`config.mk`:
```
export PLATFORM = sky130hd
export DESIGN_NAME = single_wire_uart_8e2_with_break_flat
export DESIGN_NICKNAME = d
export VERILOG_FILES = /design/src/hw/rtl/swu_pkg.sv /design/src/hw/rtl/swu_if.sv /design/src/hw/rtl/single_wire_uart_8e2_with_break.sv /design/src/flat_wrapper.sv
export VERILOG_INCLUDE_DIRS = /design/src /design/src/hw/rtl
export SDC_FILE = /design/constraint.sdc
export NUM_CORES = 1
export LEC_CHECK = 0
export BUFFER_PORTS_ARGS = -buffer_cell sky130_fd_sc_hd__clkbuf_2
export CORE_UTILIZATION = 55
export DETAILED_ROUTE_END_ITERATION = 12
export HOLD_SLACK_MARGIN = 0.08
export PLACE_DENSITY = 0.73
export REMOVE_ABC_BUFFERS = 1
export SLEW_MARGIN = 5
export SYNTH_ARGS = -nofsm -noshare
export SYNTH_HDL_FRONTEND = slang
export SYNTH_SLANG_ARGS = --single-unit
```
`constraint.sdc`:
```
create_clock -name i_clk -period 8.4 [get_ports i_clk]
set_input_delay 0.84 -clock i_clk [delete_from_list [all_inputs] [get_ports i_clk]]
set_output_delay 0.84 -clock i_clk [all_outputs]
set_load 0.01 [all_outputs]
```
`src/hw/rtl/single_wire_uart_8e2_with_break_assert.svh`:
```
// Assertion macros for the single-wire UART block.
`ifndef SINGLE_WIRE_UART_8E2_WITH_BREAK_ASSERT_SVH
`define SINGLE_WIRE_UART_8E2_WITH_BREAK_ASSERT_SVH
`ifndef SYNTH
// Condition that must hold at every clock edge outside reset.
`define SWU_ASSERT_ALWAYS(lbl, clk, rst_n, cond) \
    lbl: assert property (@(posedge clk) disable iff (!rst_n) (cond)) \
        else $error("swu assertion failed");
// Antecedent that implies a consequent in the next cycle.
`define SWU_ASSERT_NEXT(lbl, clk, rst_n, ante, cons) \
    lbl: assert property (@(posedge clk) disable iff (!rst_n) (ante) |=> (cons)) \
        else $error("swu assertion failed");
`else
`define SWU_ASSERT_ALWAYS(lbl, clk, rst_n, cond)
`define SWU_ASSERT_NEXT(lbl, clk, rst_n, ante, cons)
`endif
`endif

```
`src/hw/rtl/swu_pkg.sv`:
```
// Shared constants, types and helpers of the single-wire UART block.
package swu_pkg;

    // Width of the phase timers.
    localparam int COUNT_W = 24;
    localparam logic [COUNT_W-1:0] CNT_MAX = {COUNT_W{1'b1}};

    // Configuration register indexes.
    localparam logic [1:0] REG_BIT_TICKS   = 2'd0;
    localparam logic [1:0] REG_TIMEOUT     = 2'd1;
    localparam logic [1:0] REG_BREAK_LOW   = 2'd2;
    localparam logic [1:0] REG_BREAK_HIGH  = 2'd3;

    // Reset values of the configuration registers.
    localparam logic [9:0]  RST_BIT_TICKS  = 10'd72;
    localparam logic [23:0] RST_TIMEOUT    = 24'd0;
    localparam logic [23:0] RST_BREAK_LOW  = 24'd360448;
    localparam logic [23:0] RST_BREAK_HIGH = 24'd32768;

    // Request codes.
    localparam logic [2:0] FN_NONE  = 3'd0;
    localparam logic [2:0] FN_TX    = 3'd1;
    localparam logic [2:0] FN_RX    = 3'd2;
    localparam logic [2:0] FN_BRK1  = 3'd3;
    localparam logic [2:0] FN_BRK2  = 3'd4;

    // Phase codes of the sequencer.
    localparam logic [3:0] PH_IDLE      = 4'd0;
    localparam logic [3:0] PH_TX_PRE    = 4'd1;
    localparam logic [3:0] PH_TX_START  = 4'd2;
    localparam logic [3:0] PH_TX_DATA   = 4'd3;
    localparam logic [3:0] PH_TX_PARITY = 4'd4;
    localparam logic [3:0] PH_TX_STOP   = 4'd5;
    localparam logic [3:0] PH_TX_TAIL   = 4'd6;
    localparam logic [3:0] PH_RX_WAIT   = 4'd7;
    localparam logic [3:0] PH_RX_HALF   = 4'd8;
    localparam logic [3:0] PH_RX_BITS   = 4'd9;
    localparam logic [3:0] PH_RX_STOP   = 4'd10;
    localparam logic [3:0] PH_BRK_LOW   = 4'd11;
    localparam logic [3:0] PH_BRK_HIGH  = 4'd12;

    // Byte returned when a receive times out.
    localparam logic [7:0] RX_TIMEOUT_BYTE = 8'h80;

    typedef logic [COUNT_W-1:0] t_cnt;

    // One result beat.
    typedef struct packed {
        logic       line_out;
        logic       line_drive;
        logic       busy_res;
        logic       rx_valid;
        logic [7:0] rx_byte;
        logic       rx_timeout;
        logic       tx_done;
    } t_res;

    // Phase length: zero becomes one tick, an overlong value saturates.
    function automatic t_cnt clamp_len(input logic [COUNT_W:0] len);
        t_cnt r;
        if (len == '0) begin
            r = t_cnt'(1);
        end else if (len[COUNT_W]) begin
            r = CNT_MAX;
        end else begin
            r = len[COUNT_W-1:0];
        end
        return r;
    endfunction

endpackage

```
`src/hw/rtl/swu_if.sv`:
```
// Handshake channels of the single-wire UART block: request, result and register write.
interface swu_in_if;
    logic       valid;
    logic       ready;
    logic [2:0] func;
    logic [7:0] tx_byte;
    logic       line_in;
    modport source (output valid, func, tx_byte, line_in, input ready);
    modport sink (input valid, func, tx_byte, line_in, output ready);
endinterface

interface swu_out_if;
    logic       valid;
    logic       ready;
    logic       line_out;
    logic       line_drive;
    logic       busy_res;
    logic       rx_valid;
    logic [7:0] rx_byte;
    logic       rx_timeout;
    logic       tx_done;
    modport source (output valid, line_out, line_drive, busy_res, rx_valid, rx_byte,
                    rx_timeout, tx_done, input ready);
    modport sink (input valid, line_out, line_drive, busy_res, rx_valid, rx_byte,
                  rx_timeout, tx_done, output ready);
endinterface

interface swu_cfg_if;
    logic        valid;
    logic        ready;
    logic [1:0]  addr;
    logic [23:0] data;
    modport source (output valid, addr, data, input ready);
    modport sink (input valid, addr, data, output ready);
endinterface

```
`src/hw/rtl/single_wire_uart_8e2_with_break.sv`:
```
// Single-wire half-duplex UART (8 data bits, even parity) with break sequences.
// Each input beat is one bit-timer tick; its result beat is registered and appears in the cycle after acceptance.
// Throughput is one beat per cycle while the result is taken: the tick update is a single pass
// from the sequencer registers to the result register, which also decouples the two channels.
// Synchronous active-low reset returns the sequencer to idle, drops any pending result beat
// and loads the register defaults; register writes are always accepted.
`include "single_wire_uart_8e2_with_break_assert.svh"

module single_wire_uart_8e2_with_break (
    input  logic          i_clk,
    input  logic          i_rst_n,
    swu_in_if.sink        i_in,
    swu_out_if.source     o_out,
    swu_cfg_if.sink       i_cfg
);

    // Configuration registers.
    logic [9:0]  r_bit_ticks;
    logic [23:0] r_timeout;
    logic [23:0] r_brk_low;
    logic [23:0] r_brk_high;

    // Sequencer state.
    logic [3:0]     r_phase,  n_phase;
    swu_pkg::t_cnt  r_tick,   n_tick;
    logic [3:0]     r_bidx,   n_bidx;
    logic [7:0]     r_shift,  n_shift;
    logic           r_parity, n_parity;
    logic           r_brk2,   n_brk2;
    swu_pkg::t_cnt  r_wait,   n_wait;

    // Result register.
    logic           r_ovalid;
    swu_pkg::t_res  r_res,    n_res;

    logic           in_take;
    logic [10:0]    len_pre;
    logic [10:0]    len_2b;
    logic [9:0]     len_half_up;
    logic [9:0]     len_half_dn;

    assign i_cfg.ready = 1'b1;
    assign i_in.ready  = !r_ovalid || o_out.ready;
    assign in_take     = i_in.valid && i_in.ready;

    // Phase lengths derived from the bit time.
    assign len_half_up = 10'((11'(r_bit_ticks) + 11'd1) >> 1);
    assign len_half_dn = r_bit_ticks >> 1;
    assign len_pre     = 11'(r_bit_ticks) + 11'(len_half_up);
    assign len_2b      = {r_bit_ticks, 1'b0};

    // Configuration writes.
    always_ff @(posedge i_clk) begin
        if (!i_rst_n) begin
            r_bit_ticks <= swu_pkg::RST_BIT_TICKS;
            r_timeout   <= swu_pkg::RST_TIMEOUT;
            r_brk_low   <= swu_pkg::RST_BREAK_LOW;
            r_brk_high  <= swu_pkg::RST_BREAK_HIGH;
        end else if (i_cfg.valid && i_cfg.ready) begin
            unique case (i_cfg.addr)
                swu_pkg::REG_BIT_TICKS:  r_bit_ticks <= i_cfg.data[9:0];
                swu_pkg::REG_TIMEOUT:    r_timeout   <= i_cfg.data;
                swu_pkg::REG_BREAK_LOW:  r_brk_low   <= i_cfg.data;
                swu_pkg::REG_BREAK_HIGH: r_brk_high  <= i_cfg.data;
                default: ;
            endcase
        end
    end

    // One tick of the sequencer and the result it produces.
    always_comb begin
        n_phase  = r_phase;
        n_tick   = r_tick;
        n_bidx   = r_bidx;
        n_shift  = r_shift;
        n_parity = r_parity;
        n_brk2   = r_brk2;
        n_wait   = r_wait;
        n_res    = '0;

        if (r_phase == swu_pkg::PH_IDLE) begin
            // Requests are only taken from idle; other codes leave it idle.
            if (i_in.func == swu_pkg::FN_TX) begin
                n_shift  = i_in.tx_byte;
                n_parity = ^i_in.tx_byte;
                n_bidx   = '0;
                n_phase  = swu_pkg::PH_TX_PRE;
                n_tick   = swu_pkg::clamp_len(25'(len_pre));
            end else if (i_in.func == swu_pkg::FN_RX) begin
                n_phase = swu_pkg::PH_RX_WAIT;
                n_wait  = '0;
                n_shift = '0;
                n_bidx  = '0;
            end else if (i_in.func == swu_pkg::FN_BRK1 || i_in.func == swu_pkg::FN_BRK2) begin
                n_brk2  = (i_in.func == swu_pkg::FN_BRK2);
                n_phase = swu_pkg::PH_BRK_LOW;
                n_tick  = swu_pkg::clamp_len(25'(r_brk_low));
            end
        end else if (r_phase == swu_pkg::PH_RX_WAIT) begin
            // Start edge search with optional timeout.
            priority if (r_timeout != '0 && r_wait >= r_timeout) begin
                n_phase          = swu_pkg::PH_IDLE;
                n_res.rx_valid   = 1'b1;
                n_res.rx_byte    = swu_pkg::RX_TIMEOUT_BYTE;
                n_res.rx_timeout = 1'b1;
            end else if (!i_in.line_in) begin
                n_phase = swu_pkg::PH_RX_HALF;
                n_tick  = swu_pkg::clamp_len(25'(len_half_dn));
            end else begin
                // The wait counter saturates.
                if (r_wait != swu_pkg::CNT_MAX) begin
                    n_wait = r_wait + 1'b1;
                end
            end
        end else if (r_tick > swu_pkg::t_cnt'(1)) begin
            n_tick = r_tick - 1'b1;
        end else begin
            // Phase timer expired: move to the next phase.
            unique case (r_phase)
                swu_pkg::PH_TX_PRE: begin
                    n_phase = swu_pkg::PH_TX_START;
                    n_tick  = swu_pkg::clamp_len(25'(r_bit_ticks));
                end
                swu_pkg::PH_TX_START: begin
                    n_phase = swu_pkg::PH_TX_DATA;
                    n_bidx  = '0;
                    n_tick  = swu_pkg::clamp_len(25'(r_bit_ticks));
                end
                swu_pkg::PH_TX_DATA: begin
                    n_shift = r_shift >> 1;
                    n_bidx  = r_bidx + 1'b1;
                    if (n_bidx >= 4'd8) begin
                        n_phase = swu_pkg::PH_TX_PARITY;
                    end
                    n_tick = swu_pkg::clamp_len(25'(r_bit_ticks));
                end
                swu_pkg::PH_TX_PARITY: begin
                    n_phase = swu_pkg::PH_TX_STOP;
                    n_tick  = swu_pkg::clamp_len(25'(r_bit_ticks));
                end
                swu_pkg::PH_TX_STOP: begin
                    n_phase = swu_pkg::PH_TX_TAIL;
                    n_tick  = swu_pkg::clamp_len(25'(len_half_up));
                end
                swu_pkg::PH_TX_TAIL: begin
                    n_phase       = swu_pkg::PH_IDLE;
                    n_res.tx_done = 1'b1;
                end
                swu_pkg::PH_RX_HALF: begin
                    n_phase = swu_pkg::PH_RX_BITS;
                    n_bidx  = '0;
                    n_tick  = swu_pkg::clamp_len(25'(r_bit_ticks));
                end
                swu_pkg::PH_RX_BITS: begin
                    n_shift = {i_in.line_in, r_shift[7:1]};
                    n_bidx  = r_bidx + 1'b1;
                    if (n_bidx >= 4'd8) begin
                        n_phase = swu_pkg::PH_RX_STOP;
                        n_tick  = swu_pkg::clamp_len(25'(len_2b));
                    end else begin
                        n_tick = swu_pkg::clamp_len(25'(r_bit_ticks));
                    end
                end
                swu_pkg::PH_RX_STOP: begin
                    n_phase        = swu_pkg::PH_IDLE;
                    n_res.rx_valid = 1'b1;
                    n_res.rx_byte  = r_shift;
                end
                swu_pkg::PH_BRK_LOW: begin
                    n_phase = swu_pkg::PH_BRK_HIGH;
                    n_tick  = swu_pkg::clamp_len(25'(r_brk_high));
                end
                swu_pkg::PH_BRK_HIGH: begin
                    if (r_brk2) begin
                        n_brk2  = 1'b0;
                        n_phase = swu_pkg::PH_BRK_LOW;
                        n_tick  = swu_pkg::clamp_len(25'(r_brk_low));
                    end else begin
                        n_phase       = swu_pkg::PH_IDLE;
                        n_res.tx_done = 1'b1;
                    end
                end
                default: n_phase = swu_pkg::PH_IDLE;
            endcase
        end

        // Line drive follows the phase after this tick.
        unique case (n_phase)
            swu_pkg::PH_TX_PRE, swu_pkg::PH_TX_STOP, swu_pkg::PH_TX_TAIL,
            swu_pkg::PH_BRK_HIGH: begin
                n_res.line_out   = 1'b1;
                n_res.line_drive = 1'b1;
            end
            swu_pkg::PH_TX_START, swu_pkg::PH_BRK_LOW: begin
                n_res.line_drive = 1'b1;
            end
            swu_pkg::PH_TX_DATA: begin
                n_res.line_out   = n_shift[0];
                n_res.line_drive = 1'b1;
            end
            swu_pkg::PH_TX_PARITY: begin
                n_res.line_out   = n_parity;
                n_res.line_drive = 1'b1;
            end
            default: ;
        endcase
        n_res.busy_res = (n_phase != swu_pkg::PH_IDLE);
    end

    // State and result update on each accepted beat.
    always_ff @(posedge i_clk) begin
        if (!i_rst_n) begin
            r_phase  <= swu_pkg::PH_IDLE;
            r_tick   <= '0;
            r_bidx   <= '0;
            r_shift  <= '0;
            r_parity <= 1'b0;
            r_brk2   <= 1'b0;
            r_wait   <= '0;
            r_ovalid <= 1'b0;
        end else begin
            if (in_take) begin
                r_phase  <= n_phase;
                r_tick   <= n_tick;
                r_bidx   <= n_bidx;
                r_shift  <= n_shift;
                r_parity <= n_parity;
                r_brk2   <= n_brk2;
                r_wait   <= n_wait;
                r_ovalid <= 1'b1;
            end else if (o_out.ready) begin
                r_ovalid <= 1'b0;
            end
        end
    end

    always_ff @(posedge i_clk) begin
        if (in_take) begin
            r_res <= n_res;
        end
    end

    assign o_out.valid      = r_ovalid;
    assign o_out.line_out   = r_res.line_out;
    assign o_out.line_drive = r_res.line_drive;
    assign o_out.busy_res   = r_res.busy_res;
    assign o_out.rx_valid   = r_res.rx_valid;
    assign o_out.rx_byte    = r_res.rx_byte;
    assign o_out.rx_timeout = r_res.rx_timeout;
    assign o_out.tx_done    = r_res.tx_done;

    // The line is never driven by an idle block, and a released line reads low.
    `SWU_ASSERT_ALWAYS(a_idle_released, i_clk, i_rst_n,
        !r_ovalid || r_res.busy_res || !r_res.line_drive)
    `SWU_ASSERT_ALWAYS(a_out_low_released, i_clk, i_rst_n,
        !r_ovalid || r_res.line_drive || !r_res.line_out)
    // A timeout result carries the receive pulse and the fixed byte.
    `SWU_ASSERT_ALWAYS(a_timeout_byte, i_clk, i_rst_n,
        !r_ovalid || !r_res.rx_timeout
        || (r_res.rx_valid && r_res.rx_byte == swu_pkg::RX_TIMEOUT_BYTE))
    // A transmit request taken in idle starts the lead-in phase.
    `SWU_ASSERT_NEXT(a_tx_start, i_clk, i_rst_n,
        in_take && r_phase == swu_pkg::PH_IDLE && i_in.func == swu_pkg::FN_TX,
        r_phase == swu_pkg::PH_TX_PRE && r_res.busy_res)

endmodule
```
`src/flat_wrapper.sv`:
```
// flat-port wrapper written by rule: the top's interface ports become plain ports
module single_wire_uart_8e2_with_break_flat 
  (i_clk, i_rst_n, i_in_valid, i_in_func, i_in_tx_byte, i_in_line_in, i_in_ready, o_out_valid, o_out_line_out, o_out_line_drive, o_out_busy_res, o_out_rx_valid, o_out_rx_byte, o_out_rx_timeout, o_out_tx_done, o_out_ready, i_cfg_valid, i_cfg_addr, i_cfg_data, i_cfg_ready);
  swu_in_if i_in_i ();
  swu_out_if o_out_i ();
  swu_cfg_if i_cfg_i ();
  input  logic i_clk;
  input  logic i_rst_n;
  input wire logic [$bits(i_in_i.valid)-1:0] i_in_valid;
  input wire logic [$bits(i_in_i.func)-1:0] i_in_func;
  input wire logic [$bits(i_in_i.tx_byte)-1:0] i_in_tx_byte;
  input wire logic [$bits(i_in_i.line_in)-1:0] i_in_line_in;
  output wire logic [$bits(i_in_i.ready)-1:0] i_in_ready;
  output wire logic [$bits(o_out_i.valid)-1:0] o_out_valid;
  output wire logic [$bits(o_out_i.line_out)-1:0] o_out_line_out;
  output wire logic [$bits(o_out_i.line_drive)-1:0] o_out_line_drive;
  output wire logic [$bits(o_out_i.busy_res)-1:0] o_out_busy_res;
  output wire logic [$bits(o_out_i.rx_valid)-1:0] o_out_rx_valid;
  output wire logic [$bits(o_out_i.rx_byte)-1:0] o_out_rx_byte;
  output wire logic [$bits(o_out_i.rx_timeout)-1:0] o_out_rx_timeout;
  output wire logic [$bits(o_out_i.tx_done)-1:0] o_out_tx_done;
  input wire logic [$bits(o_out_i.ready)-1:0] o_out_ready;
  input wire logic [$bits(i_cfg_i.valid)-1:0] i_cfg_valid;
  input wire logic [$bits(i_cfg_i.addr)-1:0] i_cfg_addr;
  input wire logic [$bits(i_cfg_i.data)-1:0] i_cfg_data;
  output wire logic [$bits(i_cfg_i.ready)-1:0] i_cfg_ready;
  assign i_in_i.valid = i_in_valid;
  assign i_in_i.func = i_in_func;
  assign i_in_i.tx_byte = i_in_tx_byte;
  assign i_in_i.line_in = i_in_line_in;
  assign i_in_ready = i_in_i.ready;
  assign o_out_valid = o_out_i.valid;
  assign o_out_line_out = o_out_i.line_out;
  assign o_out_line_drive = o_out_i.line_drive;
  assign o_out_busy_res = o_out_i.busy_res;
  assign o_out_rx_valid = o_out_i.rx_valid;
  assign o_out_rx_byte = o_out_i.rx_byte;
  assign o_out_rx_timeout = o_out_i.rx_timeout;
  assign o_out_tx_done = o_out_i.tx_done;
  assign o_out_i.ready = o_out_ready;
  assign i_cfg_i.valid = i_cfg_valid;
  assign i_cfg_i.addr = i_cfg_addr;
  assign i_cfg_i.data = i_cfg_data;
  assign i_cfg_ready = i_cfg_i.ready;
  single_wire_uart_8e2_with_break u_core (.i_clk(i_clk), .i_rst_n(i_rst_n), .i_in(i_in_i), .o_out(o_out_i), .i_cfg(i_cfg_i));
endmodule
```
==> results_dict.tcl, run 1 <==
set metrics [dict create \
    layout_common_cells "nand2_1 (215), a21oi_1 (149), dfxtp_1 (149)" \
    hold_viol_final 0 \
    cts_buffers 17 \
    clk_latency_ns 0.44 \
    finalCritPeriodShare_pct 47.40 \
    power_density_nw_per_um2 201.5 \
    vias 9788 \
    ant_nets 0 \
    synth_cells 1278 \
    layout-drive-gt1-share_pct 10.55 \
    grt_max_degree 89 \
    postPlaceCellArea_um2 10190 \
    ys_seq_elements 163 \
    antenna_found_initial 0 \
    start_util_pct 56.47 \
    synth_top_family_by_area "simple AND/OR/NAND/NOR gates" \
    layout.nets 1379 \
    drv_cap 0 \
    via_per_inst 6.385 \
    place_congestion 0.9613 \
    whs_endpoint "u_core.r_timeout[3]" \
    die_x_um 135.5 \
    peakVddDrop_v 0.0001598 \
    slew_headroom_pct 18.28 \
    start_kind "flip-flop" \
    required_ns 8.76 \
    r2r_end "u_core.r_tick[18]" \
    dp_worst_setup_slack_ns 4.632 \
    crit_type "flip-flop to flip-flop" \
    ys.warnings.count 0 \
    setup_viol 0 \
    hold_path.class "flip-flop to flip-flop" \
    seqCellArea_um2 3403 \
    grt_use_total_pct 32.37 \
    dieArea_um2 18360 \
    r2r_slack_ns 4.42 \
    finalCriticalPeriod_ns 3.982 \
    layout_commonest_cell "nand2_1" \
    syn_area_per_cell_um2 7.669 \
    fmax_mhz 251.1 \
    dp_hpwl_mm 21.04 \
    postSynth.asyncResetShare_pct 0 \
    tightest_slew_ns 1.220 \
    pin_count 60 \
    yosys.area_share.adder_pct 5.311 \
    synth_ff_type "dfxtp_1" \
    status "completed" \
    rows 48 \
    nFillCells 1621 \
    clock-root-buffer "clkbuf_16" \
    antennaDiodeCount 0 \
    die_h_um 135.5 \
    worstPathArrival_ns 4.34 \
    grt_overflow 0 \
    core_area_um2 17360 \
    hold_ws_ns 0.4726 \
    fin_setup_tns_ns 0 \
    wire_per_inst_um 18.86 \
    synth-xor-area-share_pct 4.021 \
    p_leak_uw 0.003874 \
    r2r_cells 8 \
    wirelength_mm 28.92 \
    finalMaxSlewViolations 0 \
    synthesis.area_um2 9801 \
    clock-sinks 163 \
    holdBufCountCts 0 \
    post-cts-setup-buffers 0 \
    grt_pass1_vias 8920 \
    crit_fanout 28 \
    r2r_start "u_core.r_phase[2]" \
    syn_to_final_growth_pct 10.15 \
    yosys.area_share.simple_pct 26.34 \
    drt_first_pass_iters 7 \
    htreeDepth 4 \
    critPathLaunch "u_core.r_phase[2]" \
    drc_errors 0 \
    clk_pin_slew_ns 0.06 \
    worstHoldPathCells 2 \
    ctsResizeCount 0 \
    io_buffers 58 \
    synth_edf_count 14 \
    fin_area_um2 10800 \
    synthMuxAreaShare_pct 1.685 \
    synth_cell_type_count 84 \
    fin_ws_ns 4.418 \
    grt_pass1_wl_mm 46.06 \
    drt_iter0_drc 986 \
    clock_skew_ns 0.01019 \
    end_kind "flip-flop" \
    multi_input_area_um2 5951 \
    ctsLongestPathBuffers 2 \
    hold_start "u_core.r_timeout[3]" \
    rsz0062_at_grt "false" \
    yosysSeqAreaShare_pct 34.72 \
    synth_compound_area_share_pct 23.16 \
    tritoncts "built" \
]
cells in the mapped netlist (4+ instances only):
library cell | count | share of area, %
edfxtp_1 | 14 | 4.3
nor3_1 | 29 | 1.5
ha_1 | 40 | 5.1
nor2_1 | 103 | 3.9
o21a_1 | 6 | 0.46
nor4b_1 | 4 | 0.36
nor4_1 | 35 | 2.2
nor3b_1 | 6 | 0.46
mux2i_1 | 12 | 1.2
a21oi_1 | 149 | 7.6
o31ai_1 | 10 | 0.77
dfxtp_1 | 149 | 30
nand2_1 | 215 | 8.2
o22ai_1 | 5 | 0.32
a31oi_1 | 10 | 0.64
or4_1 | 9 | 0.69
or2_2 | 10 | 0.64
nand2b_1 | 9 | 0.57
a221oi_1 | 20 | 1.8
xnor2_1 | 31 | 2.8
mux2_2 | 4 | 0.46
a211oi_1 | 23 | 1.8
clkbuf_1 | 66 | 2.5
or3_1 | 23 | 1.5
a22oi_1 | 14 | 1.1
nand3_1 | 31 | 1.6
and3_1 | 8 | 0.51
xor2_1 | 14 | 1.3
a32o_1 | 4 | 0.41
a222oi_1 | 4 | 0.41
a21o_1 | 8 | 0.61
a221o_1 | 5 | 0.51
and4_1 | 4 | 0.36
and2_1 | 11 | 0.70
o21ai_0 | 61 | 3.1
inv_1 | 45 | 1.7
nand4_1 | 17 | 1.1
worst max path at each step:
stage / to / slack (ns) / cells after the start
5_1_grt: u_core.r_tick[18] / 4.19 / 8
2_1_floorplan: u_core.r_wait[2] / 5.00 / 10
3_5_place_dp: u_core.r_tick[16] / 4.63 / 7
6_report: u_core.r_tick[18] / 4.42 / 8
4_1_cts: u_core.r_tick[18] / 4.57 / 8
3_3_place_gp: u_core.r_tick[3] / 4.63 / 13
final cells by class:
class | instances | share of cell area, %
Multi-Input combinational cell | 995 | 55.12
Sequential cell | 163 | 31.53
Clock buffer | 19 | 4.196
Timing Repair Buffer | 70 | 3.523
Tap cell | 225 | 2.608
Inverter | 48 | 1.681
Clock inverter | 13 | 1.344
power by group:
group          switching, µW  total (µW)  internal, µW
logic                    317         505           188
clock network            338         796           458
registers               51.2         875           824
routing by layer:
| layer | GRT usage, % | share of wire [%] | up-vias |
|---|---|---|---|
| met1 | 42.23 | 43 | 4621 |
| met4 | 16.48 | 4.0 | 0 |
| met3 | 4.789 | 6.6 | 89 |
| met5 | 0 | 0 | - |
| li1 | - | - | 4673 |
| met2 | 51.94 | 46 | 405 |
worst max-delay path, stage by stage (launching register included):
cell and delay (ns):
dfxtp_1 0.89, or4_1 0.69, nand2_1 0.29, nor4_1 0.94
nand2_1 0.25, nor3_2 0.40, a221o_1 0.22, nand2_1 0.05
a21oi_1 0.16
registers in the layout, indices dropped and copies added, names as in the netlist:
signal and flops:
u_core.r_wait 24, u_core.o_out.valid 1, u_core.r_brk2 1, u_core.r_bidx 4, u_core.r_bit_ticks 10, u_core.o_out.line_out 1, u_core.r_brk_high 24, u_core.o_out.busy_res 1
u_core.r_parity 1, u_core.r_brk_low 24, u_core.o_out.tx_done 1, u_core.o_out.line_drive 1, u_core.r_timeout 24, u_core.r_phase 4, u_core.r_shift 8, u_core.o_out.rx_byte 8
u_core.o_out.rx_timeout 1, u_core.o_out.rx_valid 1, u_core.r_tick 24
through the flow:
step / std cells / utilization [%] / total power (µW)
after global placement: 1501 / 58.72 / 1373
after global routing: 1533 / 62.20 / 2258
after floorplan: 1206 / - / 1225
final: 1533 / 62.20 / 2175
after detailed placement: 1501 / 58.72 / 1380
after CTS: 1533 / 62.16 / 2167
kinds of logic (layout without fill, tap and decap cells):
group / after synthesis / count (layout)
flops: 163 / 163
simple gates: 533 / 533
mux: 16 / 16
fa+ha+maj: 41 / 41
buf+inv: 120 / 150
other cells: 1 / 1
xor+xnor: 45 / 45
compound gates: 359 / 359
(Power assumes the default switching activity.)
==> run 2, diff against run 1 <==
Settings changed: PLACE_DENSITY 0.73 to 0.76.
Clock period 8.4 ns to 3.2 ns, I/O delays scaled along.
==> run 2 against run 1 <==
Net effect: via count is 4.3% higher; clock power grew to 2.6 times the previous value; sequential cell count unchanged; utilization grew 3.6 points; cell count up 4.6%; critical endpoint is now u_core.o_out.line_drive.
==> results_dict.tcl, run 2 (synthesis results as in run 1) <==
set metrics [dict create \
    drt_first_pass_iters 6 \
    layout_common_cells "nand2_1 (214), a21oi_1 (149), dfxtp_1 (147)" \
    start_kind "flip-flop" \
    required_ns 3.39 \
    tightest_slew_ns 1.238 \
    via_per_inst 6.371 \
    layout.nets 1449 \
    wire_per_inst_um 19.27 \
    grt_max_degree 106 \
    cts_buffers 17 \
    setup_viol 0 \
    start_util_pct 56.47 \
    clk_latency_ns 0.44 \
    tritoncts "built" \
    grt_pass1_vias 9295 \
    holdBufCountCts 0 \
    clk_pin_slew_ns 0.07 \
    post-cts-setup-buffers 0 \
    wirelength_mm 30.89 \
    cp_slowest_cell "or4_4" \
    layout_commonest_cell "nand2_1" \
    grt_pass1_wl_mm 48.79 \
    drv_cap 0 \
    layout-drive-gt1-share_pct 16.18 \
    worstPathArrival_ns 3.32 \
    clock-root-buffer "clkbuf_16" \
    io_buffers 58 \
    nFillCells 1486 \
    drt_iter0_drc 1113 \
    place_congestion 0.9572 \
    antennaDiodeCount 0 \
    postPlaceCellArea_um2 10740 \
    p_leak_uw 0.004240 \
    finalCriticalPeriod_ns 3.130 \
    die_h_um 135.5 \
    multi_input_area_um2 6037 \
    status "completed" \
    clock-sinks 163 \
    dieArea_um2 18360 \
    slew_headroom_pct 17.13 \
    hold_viol_final 0 \
    crit_type "flip-flop to flip-flop" \
    hold_path.class "primary input to flip-flop" \
    finalCritPeriodShare_pct 97.81 \
    finalNonFillerCells 1603 \
    clock_skew_ns 0.01103 \
    crit_chain "or4_4, or4_4, or3_4, nor3_4, a221oi_2, nor3b_4, mux2_2, mux2_2" \
    power_density_nw_per_um2 513.9 \
    fmax_mhz 319.5 \
    htreeDepth 4 \
    die_x_um 135.5 \
    peakVddDrop_v 0.0004632 \
    cp_slowest_stage_delay_ns 0.63 \
    drc_errors 0 \
    core_area_um2 17360 \
    syn_to_final_growth_pct 16.52 \
    ant_nets 0 \
    grt_use_total_pct 34.13 \
    antenna_found_initial 0 \
    dp_hpwl_mm 22.47 \
    pin_count 60 \
    crit_fanout 4 \
    end_kind "flip-flop" \
    fin_area_um2 11420 \
    finalMaxSlewViolations 0 \
    rows 48 \
    ctsLongestPathBuffers 2 \
    seqCellArea_um2 3406 \
    place_inst 1571 \
    grt_overflow 0 \
    vias 10210 \
]
-- run 2: layout make-up --
cell class	instances	share of cell area (%)
Tap cell	225	2.465
Clock inverter	13	1.227
Inverter	48	1.589
Sequential cell	163	29.82
Clock buffer	19	3.879
Multi-Input combinational cell	995	52.87
Timing Repair Buffer	140	8.152
-- run 2: path summary, 6_finish.rpt --
kind                              from                       to  slack [ns]  cells after the start
hold reg to reg   u_core.r_timeout[21]     u_core.r_timeout[21]        0.47                      2
setup / recovery     u_core.r_tick[13]  u_core.o_out.line_drive        0.07                      8
setup reg to reg     u_core.r_tick[13]  u_core.o_out.line_drive        0.07                      8
hold / removal              i_in_valid       u_core.o_out.valid        0.12                      3
-- run 2: timing repair --
item | in CTS | in global routing
endpoints found under the hold margin | 0 | 0
resized for setup | 0 | 20
setup endpoints to repair | 0 | 10
-- run 2: power by group --
part           total [µW]  switching (µW)  internal, µW  leakage (µW)
clock network        2040             918          1120      0.000281
registers            2250            87.0          2160       0.00135
logic                1580             957           626       0.00261
total                5870            1960          3910       0.00424
-- run 2: metrics by stage --
stage | setup TNS (ns) | setup slack [ns] | power, µW | util (%) | hold WS [ns]
after CTS | 0 | 0.04674 | 5830 | 65.25 | 0.1174
after floorplan | -3.650 | -0.2041 | 3216 | - | 0.3819
after detailed placement | 0 | 0.08914 | 3803 | 61.89 | 0.4638
after global placement | 0 | 0.1080 | 3781 | 61.89 | 0.4556
after global routing | -0.1671 | -0.06388 | 6104 | 65.79 | 0.1192
final | 0 | 0.07006 | 5868 | 65.79 | 0.1226
-- run 2: worst max-delay path: cells and delay by family, from the launching register on --
kind	cells	cell delay, ns
flops	1	0.33
simple gates	5	1.96
mux	2	0.53
compound gates	1	0.07
-- run 2: layer usage --
layer  vias to the layer above  share of wire (%)  global-route usage, %
li1                       4820                  -                      -
met1                      4762                 42                  44.13
met2                       546                 47                  56.67
met3                        85                8.5                  6.659
met4                         0                3.3                  11.61
met5                         -                  0                      0
==> run 3, diff against run 2 <==
Settings changed: GPL_TIMING_DRIVEN set to 1, PLACE_DENSITY 0.76 to 0.73.
Clock period 3.2 ns to 3.9 ns, I/O delays scaled along.
==> run 3 against run 2 <==
Net effect: wire length decreased by 3.9%; highest routed layer unchanged; register-to-register slack improved by 0.28 ns; sequential power decreased by 17%; via count decreased by 3.4%; largest cell class unchanged; maximum frequency decreased by 12%; final area decreased by 4.1%.
==> results_dict.tcl, run 3 (synthesis results as in run 1) <==
set metrics [dict create \
    cts_buffers 17 \
    grt_use_total_pct 32.81 \
    pin_count 60 \
    holdBufCountCts 0 \
    cp_num_buf_inv 0 \
    via_per_inst 6.331 \
    finalMaxSlewViolations 0 \
    fin_area_um2 10960 \
    crit_chain "ha_1, and4_1, nand2_1, xnor2_1, ha_1, and3_1, a221oi_2, xnor2_1, nor4_1, nand4_1, and2_1, a221oi_1, a21oi_1" \
    peakVddDrop_v 0.0003545 \
    tritoncts "built" \
    slew_headroom_pct 24.67 \
    drc_errors 0 \
    dp_hpwl_mm 21.72 \
    io_buffers 58 \
    crit_type "flip-flop to flip-flop" \
    finalCriticalPeriod_ns 3.550 \
    place_congestion 0.9841 \
    clock-sinks 163 \
    p_leak_uw 0.003992 \
    drt_iter0_drc 1034 \
    fmax_mhz 281.7 \
    clk_pin_slew_ns 0.07 \
    core_area_um2 17360 \
    grt_overflow 0 \
    finalPower_uw 4673 \
    clock-root-buffer "clkbuf_16" \
    layout-drive-gt1-share_pct 12.37 \
    layout.nets 1405 \
    start_util_pct 56.47 \
    hold_viol_final 0 \
    dieArea_um2 18360 \
    drv_cap 0 \
    postPlaceCellArea_um2 10390 \
    tightest_slew_ns 1.125 \
    die_x_um 135.5 \
    grt_pass1_wl_mm 46.66 \
    fin_setup_tns_ns 0 \
    grt_max_degree 43 \
    syn_to_final_growth_pct 11.80 \
    place_inst 1527 \
    setup_viol 0 \
    cp_slowest_stage_delay_ns 0.49 \
    ant_nets 0 \
    grt_pass1_vias 8941 \
    antennaDiodeCount 0 \
    hold_path.class "primary input to flip-flop" \
    topRoutingLayerUsed "met4" \
    crit_fanout 8 \
    wl_met1_mm 12.73 \
    power_density_nw_per_um2 426.5 \
    end_kind "flip-flop" \
    cp_slowest_cell "dfxtp_1" \
    clock_skew_ns 0.01129 \
    finalCritPeriodShare_pct 91.03 \
    htreeDepth 4 \
    clk_latency_ns 0.44 \
    layout_commonest_cell "nand2_1" \
    antenna_found_initial 0 \
    die_h_um 135.5 \
    wire_per_inst_um 19.04 \
    critPathTopFamily "simple AND/OR/NAND/NOR gates" \
    nFillCells 1585 \
    finalNonFillerCells 1559 \
    status "completed" \
    worstPathArrival_ns 3.84 \
    rsz0062_at_grt "false" \
    required_ns 4.19 \
    drt_first_pass_iters 6 \
    wl_met3_mm 2.500 \
    rows 48 \
    start_kind "flip-flop" \
    wl_met2_mm 13.40 \
    wirelength_mm 29.68 \
    vias 9870 \
    ctsLongestPathBuffers 2 \
    layout_common_cells "nand2_1 (215), a21oi_1 (149), dfxtp_1 (148)" \
]
==> run 3: cell type report <==
class                           count  area [µm²]  area share (%)
Inverter                           48       181.4           1.656
Clock inverter                     15       137.6           1.256
Multi-Input combinational cell    995        5951           54.31
Clock buffer                       17       425.4           3.883
Tap cell                          225       281.5           2.569
Sequential cell                   163        3405           31.07
Timing Repair Buffer               96       575.6           5.253
==> run 3: worst paths after layout <==
kind | to | cells after the start | start | slack (ns)
max | u_core.r_tick[3] | 13 | u_core.r_bit_ticks[0] | 0.35
min | u_core.o_out.valid | 3 | i_in_valid | 0.18
max reg2reg | u_core.r_tick[3] | 13 | u_core.r_bit_ticks[0] | 0.35
min reg2reg | u_core.r_timeout[17] | 2 | u_core.r_timeout[17] | 0.47
==> run 3: power by group <==
| part | switching [µW] | internal [µW] | total (µW) |
|---|---|---|---|
| clock | 789 | 846 | 1630 |
| sequential | 94.6 | 1770 | 1870 |
| combinational | 730 | 441 | 1170 |
==> run 3: metal layers <==
layer,GRT usage (%),vias to the layer above
met5,0,-
met3,5.686,91
met2,51.42,488
met1,43.96,4561
met4,14.86,0
li1,-,4730
==> run 3: timing repair <==
| action | in CTS | in global routing |
|---|---|---|
| buffers inserted | 0 | 0 |
| setup endpoints to repair | 0 | 2 |
| gates resized for setup | 0 | 2 |
==> run 3: stage by stage <==
step,hold slack [ns],setup WS [ns],util (%)
after global routing,0.1847,0.04688,63.13
after floorplan,0.4399,0.4959,-
after CTS,0.1744,0.2769,63.08
after detailed placement,0.4643,0.2974,59.84
after global placement,0.4559,0.4341,59.84
final,0.1768,0.3499,63.13
==> run 3: worst min-delay path, cell delays in order <==
cell	delay, ns
clkbuf_2	0.09
inv_1	0.04
a21oi_1	0.05
